File: config.mk
export PLATFORM = sky130hd
export DESIGN_NAME = pcm_downmix_playback_format_unit
export DESIGN_NICKNAME = d
export VERILOG_FILES = /design/src/rtl/pcmdm_pkg.sv /design/src/rtl/pcmdm_cfg.sv /design/src/rtl/pcmdm_sum.sv /design/src/rtl/pcmdm_div.sv /design/src/rtl/pcmdm_ser.sv /design/src/rtl/pcm_downmix_playback_format_unit.sv
export VERILOG_INCLUDE_DIRS = /design/src /design/src/rtl
export SDC_FILE = /design/constraint.sdc
export NUM_CORES = 2
export LEC_CHECK = 0
export BUFFER_PORTS_ARGS = -buffer_cell sky130_fd_sc_hd__buf_4
export CAP_MARGIN = 20
export CORE_MARGIN = 5
export CORE_UTILIZATION = 55
export CTS_CLUSTER_DIAMETER = 120
export CTS_CLUSTER_SIZE = 25
export DETAILED_ROUTE_END_ITERATION = 10
export PLACE_DENSITY = 0.74
export SLEW_MARGIN = 30
export SYNTH_ARGS = -nofsm -noshare
export SYNTH_HDL_FRONTEND = slang
export SYNTH_SLANG_ARGS = --single-unit
export TNS_END_PERCENT = 20
File: constraint.sdc
create_clock -name clk -period 17.4 [get_ports clk]
set_input_delay 4.35 -clock clk [delete_from_list [all_inputs] [get_ports clk]]
set_output_delay 4.35 -clock clk [all_outputs]
set_load 0.02 [all_outputs]
File: src/rtl/assert_macros.svh
// Assertion macros used by the output register module of the downmix formatter.
`ifndef ASSERT_MACROS_SVH
`define ASSERT_MACROS_SVH

// Property that must hold at every clock edge outside reset.
`define ASSERT_ALWAYS(lbl, clk, rst, prop, msg) \
  lbl: assert property (@(posedge clk) disable iff (rst) (prop)) else $error(msg);

// Consequent that must hold in the cycle after the antecedent.
`define ASSERT_NEXT(lbl, clk, rst, ante, cons, msg) \
  lbl: assert property (@(posedge clk) disable iff (rst) (ante) |=> (cons)) else $error(msg);

`endif

File: src/rtl/pcmdm_pkg.sv
// Package with the shared types, constants and reciprocal table of the downmix formatter.
package pcmdm_pkg;

  localparam int NUM_INPUTS   = 8;
  localparam int SAMPLE_W     = 24;
  localparam int PAIR_W       = SAMPLE_W + 1;
  localparam int SUM_W        = SAMPLE_W + 3;
  localparam int RECIP_SHIFT  = 30;
  localparam int RECIP_W      = RECIP_SHIFT + 1;
  localparam int PROD_W       = SUM_W + RECIP_W;
  localparam int DEF_MAX_CHANNELS = 8;

  localparam logic [SAMPLE_W-1:0] OFFSET_24 = 24'h800000;
  localparam logic [7:0]          SIGN_FLIP = 8'd128;

  // Output format codes.
  localparam logic FMT_U8    = 1'b0;
  localparam logic FMT_S16LE = 1'b1;

  // Register indexes on the configuration port.
  localparam logic REG_OUTPUT_FORMAT = 1'b0;
  localparam logic REG_CHANNEL_COUNT = 1'b1;

  typedef logic signed [SAMPLE_W-1:0] sample_t;
  typedef logic signed [PAIR_W-1:0]   pair_t;

  typedef struct packed {
    logic       fmt;
    logic [3:0] nchan;
  } cfg_t;

  typedef struct packed {
    logic             neg;
    logic [SUM_W-1:0] mag;
  } sum_t;

  typedef struct packed {
    logic                neg;
    logic [SAMPLE_W-1:0] quo;
  } quo_t;

  // ceil(2^30 / n); exact floor division for magnitudes below 2^27.
  function automatic logic [RECIP_W-1:0] recip(input logic [3:0] n);
    logic [RECIP_W-1:0] r;
    case (n)
      4'd2:    r = 31'd536870912;
      4'd3:    r = 31'd357913942;
      4'd4:    r = 31'd268435456;
      4'd5:    r = 31'd214748365;
      4'd6:    r = 31'd178956971;
      4'd7:    r = 31'd153391690;
      4'd8:    r = 31'd134217728;
      default: r = 31'd1073741824;
    endcase
    return r;
  endfunction

endpackage

File: src/rtl/pcmdm_cfg.sv
// Configuration registers with APB-style access and channel count clamping.
module pcmdm_cfg
  import pcmdm_pkg::*;
#(
  parameter int MAX_CHANNELS = DEF_MAX_CHANNELS
) (
  input  logic        clk,
  input  logic        rst,
  input  logic        psel,
  input  logic        penable,
  input  logic        pwrite,
  input  logic [2:0]  paddr,
  input  logic [31:0] pwdata,
  output logic [31:0] prdata,
  output logic        pready,
  output cfg_t        cfg
);

  localparam logic [3:0] LIM = 4'(MAX_CHANNELS);

  logic       output_format;
  logic [3:0] channel_count;
  logic       wr_en;

  assign pready = 1'b1;
  assign wr_en  = psel && penable && pwrite && pready;

  always_ff @(posedge clk) begin
    if (rst) begin
      output_format <= FMT_S16LE;
      channel_count <= 4'd1;
    end else if (wr_en) begin
      case (paddr[2])
        REG_OUTPUT_FORMAT: output_format <= pwdata[0];
        REG_CHANNEL_COUNT: channel_count <= pwdata[3:0];
        default: ;
      endcase
    end
  end

  always_comb begin
    case (paddr[2])
      REG_OUTPUT_FORMAT: prdata = {31'd0, output_format};
      REG_CHANNEL_COUNT: prdata = {28'd0, channel_count};
      default:           prdata = 32'd0;
    endcase
  end

  // A zero count means channel 0 alone; larger counts saturate.
  always_comb begin
    cfg.fmt = output_format;
    if (channel_count == 4'd0) begin
      cfg.nchan = 4'd1;
    end else if (channel_count > LIM) begin
      cfg.nchan = LIM;
    end else begin
      cfg.nchan = channel_count;
    end
  end

endmodule

File: src/rtl/pcmdm_sum.sv
// Two-stage adder tree over the active channels, ending in sign and magnitude.
module pcmdm_sum
  import pcmdm_pkg::*;
(
  input  logic    clk,
  input  logic    rst,
  input  logic [3:0] nchan,
  input  logic    in_valid,
  output logic    in_ready,
  input  sample_t samples [NUM_INPUTS],
  output logic    dn_valid,
  input  logic    dn_ready,
  output sum_t    dn_data
);

  localparam int NUM_PAIRS = NUM_INPUTS / 2;

  logic    v1;
  logic    v2;
  logic    s2_free;
  pair_t   pairs      [NUM_PAIRS];
  pair_t   pairs_next [NUM_PAIRS];
  sample_t act        [NUM_INPUTS];
  logic signed [SUM_W-1:0] total;
  sum_t    sum_next;

  assign s2_free  = !v2 || dn_ready;
  assign in_ready = !v1 || s2_free;
  assign dn_valid = v2;

  always_comb begin
    for (int i = 0; i < NUM_INPUTS; i++) begin
      act[i] = (4'(i) < nchan) ? samples[i] : '0;
    end
    for (int j = 0; j < NUM_PAIRS; j++) begin
      pairs_next[j] = PAIR_W'(act[2*j]) + PAIR_W'(act[2*j+1]);
    end
  end

  always_comb begin
    total = SUM_W'(pairs[0]) + SUM_W'(pairs[1]) + SUM_W'(pairs[2]) + SUM_W'(pairs[3]);
    sum_next.neg = total[SUM_W-1];
    sum_next.mag = total[SUM_W-1] ? SUM_W'(-total) : SUM_W'(total);
  end

  always_ff @(posedge clk) begin
    if (rst) begin
      v1 <= 1'b0;
      v2 <= 1'b0;
    end else begin
      if (s2_free) begin
        v2 <= v1;
      end
      if (in_ready) begin
        v1 <= in_valid;
      end
    end
  end

  always_ff @(posedge clk) begin
    if (in_ready && in_valid) begin
      pairs <= pairs_next;
    end
    if (s2_free && v1) begin
      dn_data <= sum_next;
    end
  end

endmodule

File: src/rtl/pcmdm_div.sv
// Division of the channel sum by the channel count through a reciprocal multiply.
module pcmdm_div
  import pcmdm_pkg::*;
(
  input  logic       clk,
  input  logic       rst,
  input  logic [3:0] nchan,
  input  logic       up_valid,
  output logic       up_ready,
  input  sum_t       up_data,
  output logic       dn_valid,
  input  logic       dn_ready,
  output quo_t       dn_data
);

  logic              v3;
  logic [PROD_W-1:0] prod;

  assign up_ready = !v3 || dn_ready;
  assign dn_valid = v3;
  assign prod     = PROD_W'(up_data.mag) * PROD_W'(recip(nchan));

  always_ff @(posedge clk) begin
    if (rst) begin
      v3 <= 1'b0;
    end else if (up_ready) begin
      v3 <= up_valid;
    end
  end

  // The quotient magnitude never exceeds 2^23, so 24 bits hold it.
  always_ff @(posedge clk) begin
    if (up_ready && up_valid) begin
      dn_data.neg <= up_data.neg;
      dn_data.quo <= prod[RECIP_SHIFT +: SAMPLE_W];
    end
  end

endmodule

File: src/rtl/pcmdm_ser.sv
// Output register that formats the average and sends one or two PCM bytes.
module pcmdm_ser
  import pcmdm_pkg::*;
(
  input  logic       clk,
  input  logic       rst,
  input  logic       fmt,
  input  logic       in_valid,
  output logic       in_ready,
  input  quo_t       in_data,
  output logic       out_valid,
  input  logic       out_stall,
  output logic [7:0] pcm_byte,
  output logic       frame_end
);

`include "assert_macros.svh"

  logic [SAMPLE_W-1:0] avg;
  logic [SAMPLE_W-1:0] biased;
  logic [7:0]          hi_byte;
  logic                out_xfer;
  logic                send_hi;

  assign out_xfer = out_valid && !out_stall;
  // A byte without the frame end flag always has a high byte behind it.
  assign send_hi  = out_xfer && !frame_end;
  assign in_ready = !out_valid || (out_xfer && frame_end);

  assign avg    = in_data.neg ? SAMPLE_W'(-in_data.quo) : in_data.quo;
  assign biased = avg ^ OFFSET_24;

  always_ff @(posedge clk) begin
    if (rst) begin
      out_valid <= 1'b0;
    end else if (in_ready) begin
      out_valid <= in_valid;
    end
  end

  always_ff @(posedge clk) begin
    if (send_hi) begin
      pcm_byte  <= hi_byte;
      frame_end <= 1'b1;
    end else if (in_ready && in_valid) begin
      case (fmt)
        FMT_U8: begin
          pcm_byte  <= biased[23:16];
          frame_end <= 1'b1;
        end
        FMT_S16LE: begin
          pcm_byte  <= biased[15:8];
          frame_end <= 1'b0;
        end
        default: begin
          pcm_byte  <= biased[23:16];
          frame_end <= 1'b1;
        end
      endcase
      hi_byte <= biased[23:16] + SIGN_FLIP;
    end
  end

  `ASSERT_NEXT(a_hi_follows, clk, rst, send_hi, out_valid && frame_end, "high byte did not follow")
  `ASSERT_ALWAYS(a_lo_only_16, clk, rst, !(out_valid && !frame_end) || fmt == FMT_S16LE, "low byte in 8-bit mode")
  `ASSERT_NEXT(a_load_shows, clk, rst, in_valid && in_ready, out_valid, "accepted frame not shown")

endmodule

File: src/rtl/pcm_downmix_playback_format_unit.sv
// Top level of the PCM downmix and playback formatter.
// Each transfer on the input channel is one audio frame of eight 24-bit signed samples; the
// first channel_count of them are averaged (truncating toward zero) and sent as PCM bytes on
// the output channel. In 8-bit mode one unsigned byte leaves per frame and a frame can enter
// in every cycle while the output does not stall. In 16-bit mode two bytes leave per frame, low
// byte first, so the single output byte register takes the next frame only as the high byte
// of the current one leaves. There are four register stages: two adder tree stages, one
// reciprocal multiply stage and the output register. The input transfer edge itself loads
// the first of them; the frame then moves through the others in order. The last byte of
// every frame carries frame_end.
// Configuration is written over the APB-style port at byte address 0 (output_format) and 4
// (channel_count) and must only change while no frame is in flight.
module pcm_downmix_playback_format_unit
  import pcmdm_pkg::*;
#(
  parameter int MAX_CHANNELS = DEF_MAX_CHANNELS
) (
  input  logic        clk,
  input  logic        rst,
  input  logic        psel,
  input  logic        penable,
  input  logic        pwrite,
  input  logic [2:0]  paddr,
  input  logic [31:0] pwdata,
  output logic [31:0] prdata,
  output logic        pready,
  input  logic        in_valid,
  output logic        in_stall,
  input  logic signed [23:0] chan_sample_0,
  input  logic signed [23:0] chan_sample_1,
  input  logic signed [23:0] chan_sample_2,
  input  logic signed [23:0] chan_sample_3,
  input  logic signed [23:0] chan_sample_4,
  input  logic signed [23:0] chan_sample_5,
  input  logic signed [23:0] chan_sample_6,
  input  logic signed [23:0] chan_sample_7,
  output logic        out_valid,
  input  logic        out_stall,
  output logic [7:0]  pcm_byte,
  output logic        frame_end
);

  cfg_t    cfg;
  sample_t samples [NUM_INPUTS];
  logic    in_ready;
  logic    sum_valid;
  logic    sum_ready;
  sum_t    sum_data;
  logic    quo_valid;
  logic    quo_ready;
  quo_t    quo_data;

  // Samples are gathered into one lane array for the adder tree.
  assign samples[0] = chan_sample_0;
  assign samples[1] = chan_sample_1;
  assign samples[2] = chan_sample_2;
  assign samples[3] = chan_sample_3;
  assign samples[4] = chan_sample_4;
  assign samples[5] = chan_sample_5;
  assign samples[6] = chan_sample_6;
  assign samples[7] = chan_sample_7;

  // The input side stalls only when the first stage is full and cannot move on.
  assign in_stall = !in_ready;

  pcmdm_cfg #(
    .MAX_CHANNELS(MAX_CHANNELS)
  ) u_cfg (
    .clk     (clk),
    .rst     (rst),
    .psel    (psel),
    .penable (penable),
    .pwrite  (pwrite),
    .paddr   (paddr),
    .pwdata  (pwdata),
    .prdata  (prdata),
    .pready  (pready),
    .cfg     (cfg)
  );

  // Stages one and two: pairwise sums of the active lanes, then the total as sign and
  // magnitude so that the division truncates toward zero.
  pcmdm_sum u_sum (
    .clk      (clk),
    .rst      (rst),
    .nchan    (cfg.nchan),
    .in_valid (in_valid),
    .in_ready (in_ready),
    .samples  (samples),
    .dn_valid (sum_valid),
    .dn_ready (sum_ready),
    .dn_data  (sum_data)
  );

  // Stage three: multiply by the rounded-up reciprocal of the channel count.
  pcmdm_div u_div (
    .clk      (clk),
    .rst      (rst),
    .nchan    (cfg.nchan),
    .up_valid (sum_valid),
    .up_ready (sum_ready),
    .up_data  (sum_data),
    .dn_valid (quo_valid),
    .dn_ready (quo_ready),
    .dn_data  (quo_data)
  );

  // Output register: restores the sign, applies the offset and serializes the bytes.
  pcmdm_ser u_ser (
    .clk       (clk),
    .rst       (rst),
    .fmt       (cfg.fmt),
    .in_valid  (quo_valid),
    .in_ready  (quo_ready),
    .in_data   (quo_data),
    .out_valid (out_valid),
    .out_stall (out_stall),
    .pcm_byte  (pcm_byte),
    .frame_end (frame_end)
  );

endmodule

======== Word level (Yosys, flattened, before mapping) ========
Index checks and enable logic that the tools add are counted.
cells by class
  $add $sub $neg .......................... 10
  multiply operators ...................... 1
  divide/modulo/power cells ............... 0
  order comparisons ....................... 9
  equality and inequality tests ........... 7
  shifts and indexed selects .............. 0
  muxes and demuxes ....................... 18
  bitwise logic cells ..................... 4
  reductions and logical operators ........ 25
operator list
  cell                 count
  $pmux 31 s7          1
  $mux 24              9
  $add 24x24->25       4
  $pmux 32 s2          1
  $mul 27x31->54       1
  $add 26x25->27       1
  $add 27x25->27       1
  $neg 27->27          1
  $add 25x25->26       1
  $mux 26              1
  $neg 24->24          1
  $eq 4x3->1 const B   4
  $lt 3x4->1 const A   4
  $mux 8               2
  $pmux 8 s2           1
  $logic_and 1x1->1    9
  $add 8x8->8 const B  1
  $eq 4x2->1 const B   2
  $lt 1x4->1 const A   2
  $lt 2x4->1 const A   2
  $mux 4               2
  $logic_not 1->1      7
  $reduce_and 2->1     3
  $eq 4x4->1 const B   1
  other kinds (6)      12
word-level totals
  bits in registers ....................... 179
  latch bits .............................. 0
  bits in writable memories ............... 0
  bits in read-only memories .............. 0
  bits of input ports ..................... 234
  output and inout bits ................... 44
  logic and storage cells ................. 92
  memories ................................ 0

======== Depth between registers and ports, before layout ========
  depth in word-level cells ............... 8
  depth in mapped cells ................... 33
  depth with buffers taken out ............ 30

======== By module ========
A second synthesis with hierarchy kept.
second synthesis, totals
  cells, all modules ...................... 3696
  area, all modules ....................... 35057.4 um^2
modules (own cells, without submodules)
  module                            instances  cells each  area an instance (um^2)  seq. area each (um^2)
  pcmdm_div                         1          2118        20200.6                  770.7
  pcmdm_sum                         1          1407        13249.0                  3883.7
  pcmdm_ser                         1          107         1079.8                   520.5
  pcmdm_cfg                         1          63          524.3                    100.1
  pcm_downmix_playback_format_unit  1          1           3.8                      0.0

======== Least setup slack after synthesis ========
OpenSTA, ideal clock, no wires.
  path type ............................... input -> register
  start point ............................. in out_stall
  end point ............................... reg u_sum.pairs[0] (netlist bit) (enable)
  setup time .............................. 0.560 ns
  arrival time ............................ 8.945 ns
  required time ........................... 16.840 ns
  path slack .............................. 7.895 ns
  stages .................................. 5
  path buffers ............................ 0
  path through ............................ inv_1 > a21boi_1 > nand4_1 > inv_1 > nor2_1
on the way
  cells in the longest elaborated chain, start to end .. 8
RTL lines
  what                  RTL line                                source
  from (decl)           pcm_downmix_playback_format_unit.sv:38  input logic out_stall,
  $logic_not 1->1       pcmdm_ser.sv:25                         assign out_xfer = out_valid && !out_stall;
  $logic_and 1x1->1     pcmdm_ser.sv:25
  $logic_and 1x1->1     pcmdm_ser.sv:28                         assign in_ready = !out_valid || (out_xfer && frame_end);
  $logic_or 1x1->1      pcmdm_ser.sv:28
  $logic_or 1x1->1      pcmdm_div.sv:19                         assign up_ready = !v3 || dn_ready;
  $logic_or 1x1->1      pcmdm_sum.sv:27                         assign s2_free = !v2 || dn_ready;
  $logic_or 1x1->1      pcmdm_sum.sv:28                         assign in_ready = !v1 || s2_free;
  $logic_and 1x1->1     pcmdm_sum.sv:61                         if (in_ready && in_valid) begin
  to (signal assigned)  pcmdm_sum.sv:62                         pairs <= pairs_next;
  to (decl)             pcmdm_sum.sv:21                         pair_t pairs [NUM_PAIRS];
No other way between the ends.
A chain may end at the register's enable or synchronous reset.

======== Worst setup path in the final report ========
  start point ............................. reg u_cfg.channel_count[1]
  end point ............................... reg u_div.dn_data[17] (netlist bit) (data pin)
on the way
  cells in the longest elaborated chain, start to end .. 6
  elaborated cells on any way between the ends .. 13
  those cells by class .................... 1 x mul; 1 x order compare; 7 x eq/ne; 3 x mux; 1 x reduce/logical
RTL lines
  what                                RTL line         source
  from (decl)                         pcmdm_cfg.sv:22  logic [3:0] channel_count;
  from (signal assigned)              pcmdm_cfg.sv:35  REG_CHANNEL_COUNT: channel_count <= pwdata[3:0];
  $gt 4x4->1                          pcmdm_cfg.sv:54  end else if (channel_count > LIM) begin
  $mux 4                              pcmdm_cfg.sv:54
  $mux 4 *                            pcmdm_cfg.sv:52  if (channel_count == 4'd0) begin
  $eq 4x4->1 (tied with other cells)  pcmdm_pkg.sv:45  case (n)
  $pmux 31 s7 *                       pcmdm_pkg.sv:45
  $mul 27x31->54 *                    pcmdm_div.sv:21  assign prod = PROD_W'(up_data.mag) * PROD_W'(recip(nchan));
  named net u_div.prod[47]            pcmdm_div.sv:17  logic [PROD_W-1:0] prod;
  to (decl)                           pcmdm_div.sv:13  output quo_t dn_data
Mark *: on every way through the listed nets, which the timed path passes. The rest lies on a longest branch.

==> impl_results.html <==
<table>
<tr><th>Metric</th><th>Value</th></tr>
<tr><th colspan="2">Global route</th></tr>
<tr><td>Remaining global-route overflow</td><td>0</td></tr>
<tr><td>Initial antenna violation count</td><td>2</td></tr>
<tr><td>Global-route wire length before repair</td><td>141000 µm</td></tr>
<tr><td>Vias in the first global route</td><td>between 20000 and 30000</td></tr>
<tr><td>Total routing usage reported by global routing</td><td>a little over a quarter</td></tr>
<tr><td>Pin count of the biggest net entering global routing</td><td>75</td></tr>
<tr><th colspan="2">Power and ir drop</th></tr>
<tr><td>Reported net switching power</td><td>1430 µW</td></tr>
<tr><td>Clock share of power</td><td>between 10% and 20%</td></tr>
<tr><td>Power density normalized to cell area</td><td>just over 80 nW/µm²</td></tr>
<tr><td>Reg power frac</td><td>around 26%</td></tr>
<tr><td>Internal portion of total power</td><td>between 1500 and 2000 µW</td></tr>
<tr><td>Switching portion of total power</td><td>~47%</td></tr>
<tr><td>Gate power share</td><td>between 60% and 70%</td></tr>
<tr><td>Leak Pwr</td><td>roughly 0.019 µW</td></tr>
<tr><td>Worst vdd rail ir drop</td><td>0.0834 mV</td></tr>
<tr><th colspan="2">Routing</th></tr>
<tr><td>Total wire length</td><td>about 90000 µm</td></tr>
<tr><td>Number of remaining DRC errors</td><td>0</td></tr>
<tr><td>Vias after detailed routing</td><td>approximately 25000</td></tr>
<tr><td>Final routed wire length divided by cell count</td><td>~20 µm</td></tr>
<tr><td>Vias per inst</td><td>around 5.5</td></tr>
<tr><td>Initial DRC count</td><td>~1600</td></tr>
<tr><td>Length of the first detailed-routing pass in iterations</td><td>5</td></tr>
<tr><td>Post-route antenna net violation count</td><td>0</td></tr>
<tr><th colspan="2">Hold path</th></tr>
<tr><td>Min-Delay Startpoint</td><td>u_sum.v1</td></tr>
<tr><td>Instance count along the most critical hold path</td><td>2</td></tr>
<tr><td>Hold endpoint</td><td>u_sum.v1</td></tr>
<tr><td>Worst hold path type</td><td>reg -&gt; reg</td></tr>
<tr><th colspan="2">Synthesis</th></tr>
<tr><td>Post-synthesis sequential element count</td><td>179</td></tr>
<tr><td>Cell area after synthesis</td><td>between 30000 and 40000 µm²</td></tr>
<tr><td>Leading area contributor after synthesis</td><td>sky130_fd_sc_hd__fa_1</td></tr>
<tr><td>Number of warnings reported in the yosys synthesis log</td><td>0</td></tr>
<tr><td>Count of distinct cell types in the synthesized netlist</td><td>slightly below 80</td></tr>
<tr><td>Number of enable-type register cells in the synthesized netlist</td><td>169</td></tr>
<tr><td>Biggest area contributors in the synthesized netlist</td><td>sky130_fd_sc_hd__fa_1 (36%), sky130_fd_sc_hd__edfxtp_1 (15%), sky130_fd_sc_hd__ha_1 (11%), sky130_fd_sc_hd__inv_1 (9.0%), sky130_fd_sc_hd__nand2_1 (3.7%)</td></tr>
<tr><td>Async set or reset register ratio after synthesis</td><td>0%</td></tr>
<tr><td>Post-synthesis area per instance</td><td>between 9 and 10 µm²</td></tr>
<tr><td>Share of the yosys chip area belonging to registers</td><td>about 16%</td></tr>
<tr><td>Share of the synthesized area in the top cell type</td><td>between 30% and 40%</td></tr>
<tr><td>Main synth FF type</td><td>sky130_fd_sc_hd__edfxtp_1</td></tr>
<tr><td>Number of instances in the synthesized netlist</td><td>3575</td></tr>
<tr><th colspan="2">Placement</th></tr>
<tr><td>Placer congestion estimate</td><td>between 0.9 and 1</td></tr>
<tr><td>Number of placed instances with taps included</td><td>4489</td></tr>
<tr><td>Count of buffers from port buffering</td><td>between 200 and 250</td></tr>
<tr><td>HPWL reported at the end of detailed placement</td><td>approximately 77000 µm</td></tr>
<tr><th colspan="2">Worst setup path</th></tr>
<tr><td>Data required time of the worst path</td><td>17.65 ns</td></tr>
<tr><td>Maximum fanout along the worst path</td><td>28</td></tr>
<tr><td>Most frequent cell on the critical path</td><td>sky130_fd_sc_hd__fa_1</td></tr>
<tr><td>CP startpoint kind</td><td>flop</td></tr>
<tr><td>Worst-case register-to-register setup slack</td><td>approximately 7.5 ns</td></tr>
<tr><td>Worst Reg-to-Reg Cells</td><td>28</td></tr>
<tr><td>Worst flop-to-flop path endpoint</td><td>u_div.dn_data[17]</td></tr>
<tr><td>Arrival @ worst endpoint</td><td>10.15 ns</td></tr>
<tr><td>Worst setup path category</td><td>reg -&gt; reg</td></tr>
<tr><td>Crit-path slowest cell</td><td>sky130_fd_sc_hd__a211oi_1</td></tr>
<tr><td>Family of cells with the greatest summed delay on the critical path</td><td>adder cells</td></tr>
<tr><td>Slowest Stage Delay on Critical Path</td><td>0.71 ns</td></tr>
<tr><td>Critical path endpoint category</td><td>flop</td></tr>
<tr><td>Worst r2r src</td><td>u_cfg.channel_count[1]</td></tr>
<tr><td>Buffers and inverters on the worst path</td><td>6</td></tr>
<tr><th colspan="2">Floorplanning</th></tr>
<tr><td>Number of rows in the core area</td><td>a little over 90</td></tr>
<tr><td>Initial core utilization</td><td>a little under three fifths</td></tr>
<tr><td>Die area</td><td>66900 µm²</td></tr>
<tr><td>Horizontal extent of the die</td><td>between 200 and 300 µm</td></tr>
<tr><td>Die Y-Extent</td><td>~260 µm</td></tr>
<tr><td>Number of I/O pins</td><td>~280</td></tr>
<tr><td>Floorplan core area</td><td>around 61000 µm²</td></tr>
<tr><th colspan="2">Status</th></tr>
<tr><td>Outcome</td><td>finished clean</td></tr>
<tr><th colspan="2">CTS</th></tr>
<tr><td>Worst-case clock buffer depth</td><td>2</td></tr>
<tr><td>Buffer type at the clock tree root</td><td>sky130_fd_sc_hd__clkbuf_16</td></tr>
<tr><td>Clock insertion delay at the later pin of the skew report</td><td>approximately 0.49 ns</td></tr>
<tr><td># hold bufs at CTS</td><td>0</td></tr>
<tr><td>Number of gates given a new drive strength after cts</td><td>0</td></tr>
<tr><td>Setup Fix Bufs, Post-CTS</td><td>0</td></tr>
<tr><td>Deepest level of the CTS H-tree</td><td>4</td></tr>
<tr><td>Clock tree from TritonCTS</td><td>built</td></tr>
<tr><td>Clock sink count</td><td>~180</td></tr>
<tr><td>Number of buffers created by CTS</td><td>17</td></tr>
<tr><td>Register clock-pin slew on the reported worst setup and hold paths</td><td>around 0.08 ns</td></tr>
<tr><th colspan="2">Layout</th></tr>
<tr><td>Antenna diode instance count</td><td>0</td></tr>
<tr><td>Footprint of the multi-input gates</td><td>25200 µm²</td></tr>
<tr><td>Layout Area Growth over Synthesis</td><td>8.66%</td></tr>
<tr><td>Total Nets Final</td><td>about 5000</td></tr>
<tr><td>Share of final-layout standard cells stronger than drive strength 1</td><td>under 10%</td></tr>
<tr><td>Final std cells w/o fill</td><td>between 4000 and 5000</td></tr>
<tr><td>Layout fillers</td><td>around 5200</td></tr>
<tr><td>Flip-flop and latch area</td><td>~5300 µm²</td></tr>
<tr><th colspan="2">Job</th></tr>
<tr><td>Total of max-cap violations</td><td>0</td></tr>
<tr><th colspan="2">STA</th></tr>
<tr><td>Total negative slack</td><td>0 ns</td></tr>
<tr><td>Post-route clock period utilization</td><td>a little under three fifths</td></tr>
<tr><td>Count of endpoints failing setup in the final report</td><td>0</td></tr>
<tr><td>Relative slew margins</td><td>between 30 and 40%</td></tr>
<tr><td>Final-report max-slew violation count</td><td>0</td></tr>
<tr><td>Tmin final</td><td>between 9 and 10 ns</td></tr>
<tr><td>Clock tree skew after final layout</td><td>0.0178 ns</td></tr>
<tr><td>Final hold vios</td><td>0</td></tr>
<tr><td>Unrepaired setup endpoints after global routing</td><td>false</td></tr>
<tr><td>Max Freq</td><td>0.101 GHz</td></tr>
<tr><td>Actual transition at the worst max-transition pin</td><td>roughly 0.90 ns</td></tr>
</table>
metal layers:
layer / share of wire, % / GRT usage, %
met5: 0 / 0
met3: 9.2 / 7.53
met4: 3.9 / 9.50
met2: 49 / 47.5
met1: 38 / 33.1
layout make-up:
cell class / count / area share (%)
clock buffer: 17 / 1.15
multi-input combinational: 2458 / 68.1
clock inverter: 15 / 0.467
timing repair buffer: 244 / 4.98
inverter: 819 / 8.32
tap: 790 / 2.67
sequential: 179 / 14.3
cell families after synthesis:
| logic type | synth area share, % |
|---|---|
| buf+inv | 11.0 |
| fa+ha+maj | 47.3 |
| simple gates | 13.5 |
| compound gates | 8.14 |
| flops | 15.5 |
| xor+xnor | 4.20 |
| mux | 0.246 |
| other cells | 0.0221 |
worst register-to-register path: cells and delay by family, from the launching register on:
| family | cells | cell delay [ns] |
|---|---|---|
| buffers and inverters | 6 | 0.65 |
| and+or+nand+nor | 5 | 1.74 |
| adders and majority gates | 8 | 3.45 |
| AOI/OAI and AO/OA | 8 | 3.09 |
| DFF | 1 | 0.66 |
| xor gates and xnor gates | 1 | 0.08 |
stage by stage:
stage,power [µW],area [µm²],worst slack (ns),hold slack [ns],utilization [%]
6_report,3030,37000,7.50,0.525,60.1
5_1_grt,3300,37000,6.98,0.552,60.1
4_1_cts,3020,37000,7.54,0.527,60.1
3_5_place_dp,2610,36400,7.59,0.514,59.1
3_3_place_gp,2560,36300,7.53,0.513,59.1
2_1_floorplan,2090,34100,7.89,0.400,-
worst max-delay path by stage:
stage,startpoint,slack (ns),cells past startpoint,to
2_1_floorplan,out_stall,7.89,5,u_sum.pairs[0]
3_3_place_gp,u_cfg.channel_count[2],7.53,27,u_div.dn_data[17]
3_5_place_dp,u_cfg.channel_count[0],7.59,28,u_div.dn_data[17]
4_1_cts,u_cfg.channel_count[0],7.54,28,u_div.dn_data[17]
5_1_grt,u_cfg.channel_count[1],6.98,27,u_div.dn_data[17]
6_report,u_cfg.channel_count[1],7.50,28,u_div.dn_data[17]
power by group through the flow:
stage | sequential (µW) | clock, µW | combinational, µW
final | 774 | 397 | 1860
after CTS | 765 | 405 | 1850
after global placement | 775 | 0 | 1790
after global routing | 780 | 422 | 2090
after detailed placement | 774 | 0 | 1830
after floorplan | 655 | 0 | 1430
cells in the mapped netlist (all sizes together), types with 7 or more instances:
cell type / count
a211oi: 14
a21boi: 17
a21o: 56
a21oi: 118
a31oi: 17
and2: 157
and3: 11
buf: 34
clkbuf: 112
dfxtp: 10
edfxtp: 169
fa: 619
ha: 297
inv: 819
nand2: 333
nand2b: 24
nand3: 32
nand3b: 9
nand4: 16
nor2: 104
nor2b: 136
nor3: 39
nor3b: 7
nor4: 7
o211ai: 8
o21a: 14
o21ai: 100
o21bai: 15
o31ai: 19
or2: 8
or3: 14
or4: 7
xnor2: 126
xor2: 37
cell usage in the layout, fill, tap and decap left out, drive strengths merged, types with 118 or more instances in the layout:
cell type,netlist,layout
fa,619,619
edfxtp,169,169
xnor2,126,126
and2,157,157
inv,819,827
nor2b,136,136
a21oi,118,118
ha,297,297
buf,34,244
nand2,333,333
flip-flops by register name, indices dropped and copies added, names as in the netlist:
signal / flops
u_sum.dn_valid: 1
u_cfg.output_format: 1
u_ser.pcm_byte: 8
u_ser.frame_end: 1
u_ser.out_valid: 1
u_sum.dn_data: 28
u_cfg.channel_count: 4
u_sum.v1: 1
u_div.dn_valid: 1
u_ser.hi_byte: 8
u_sum.pairs: 100
u_div.dn_data: 25
Power figures use the tool's default switching activity.
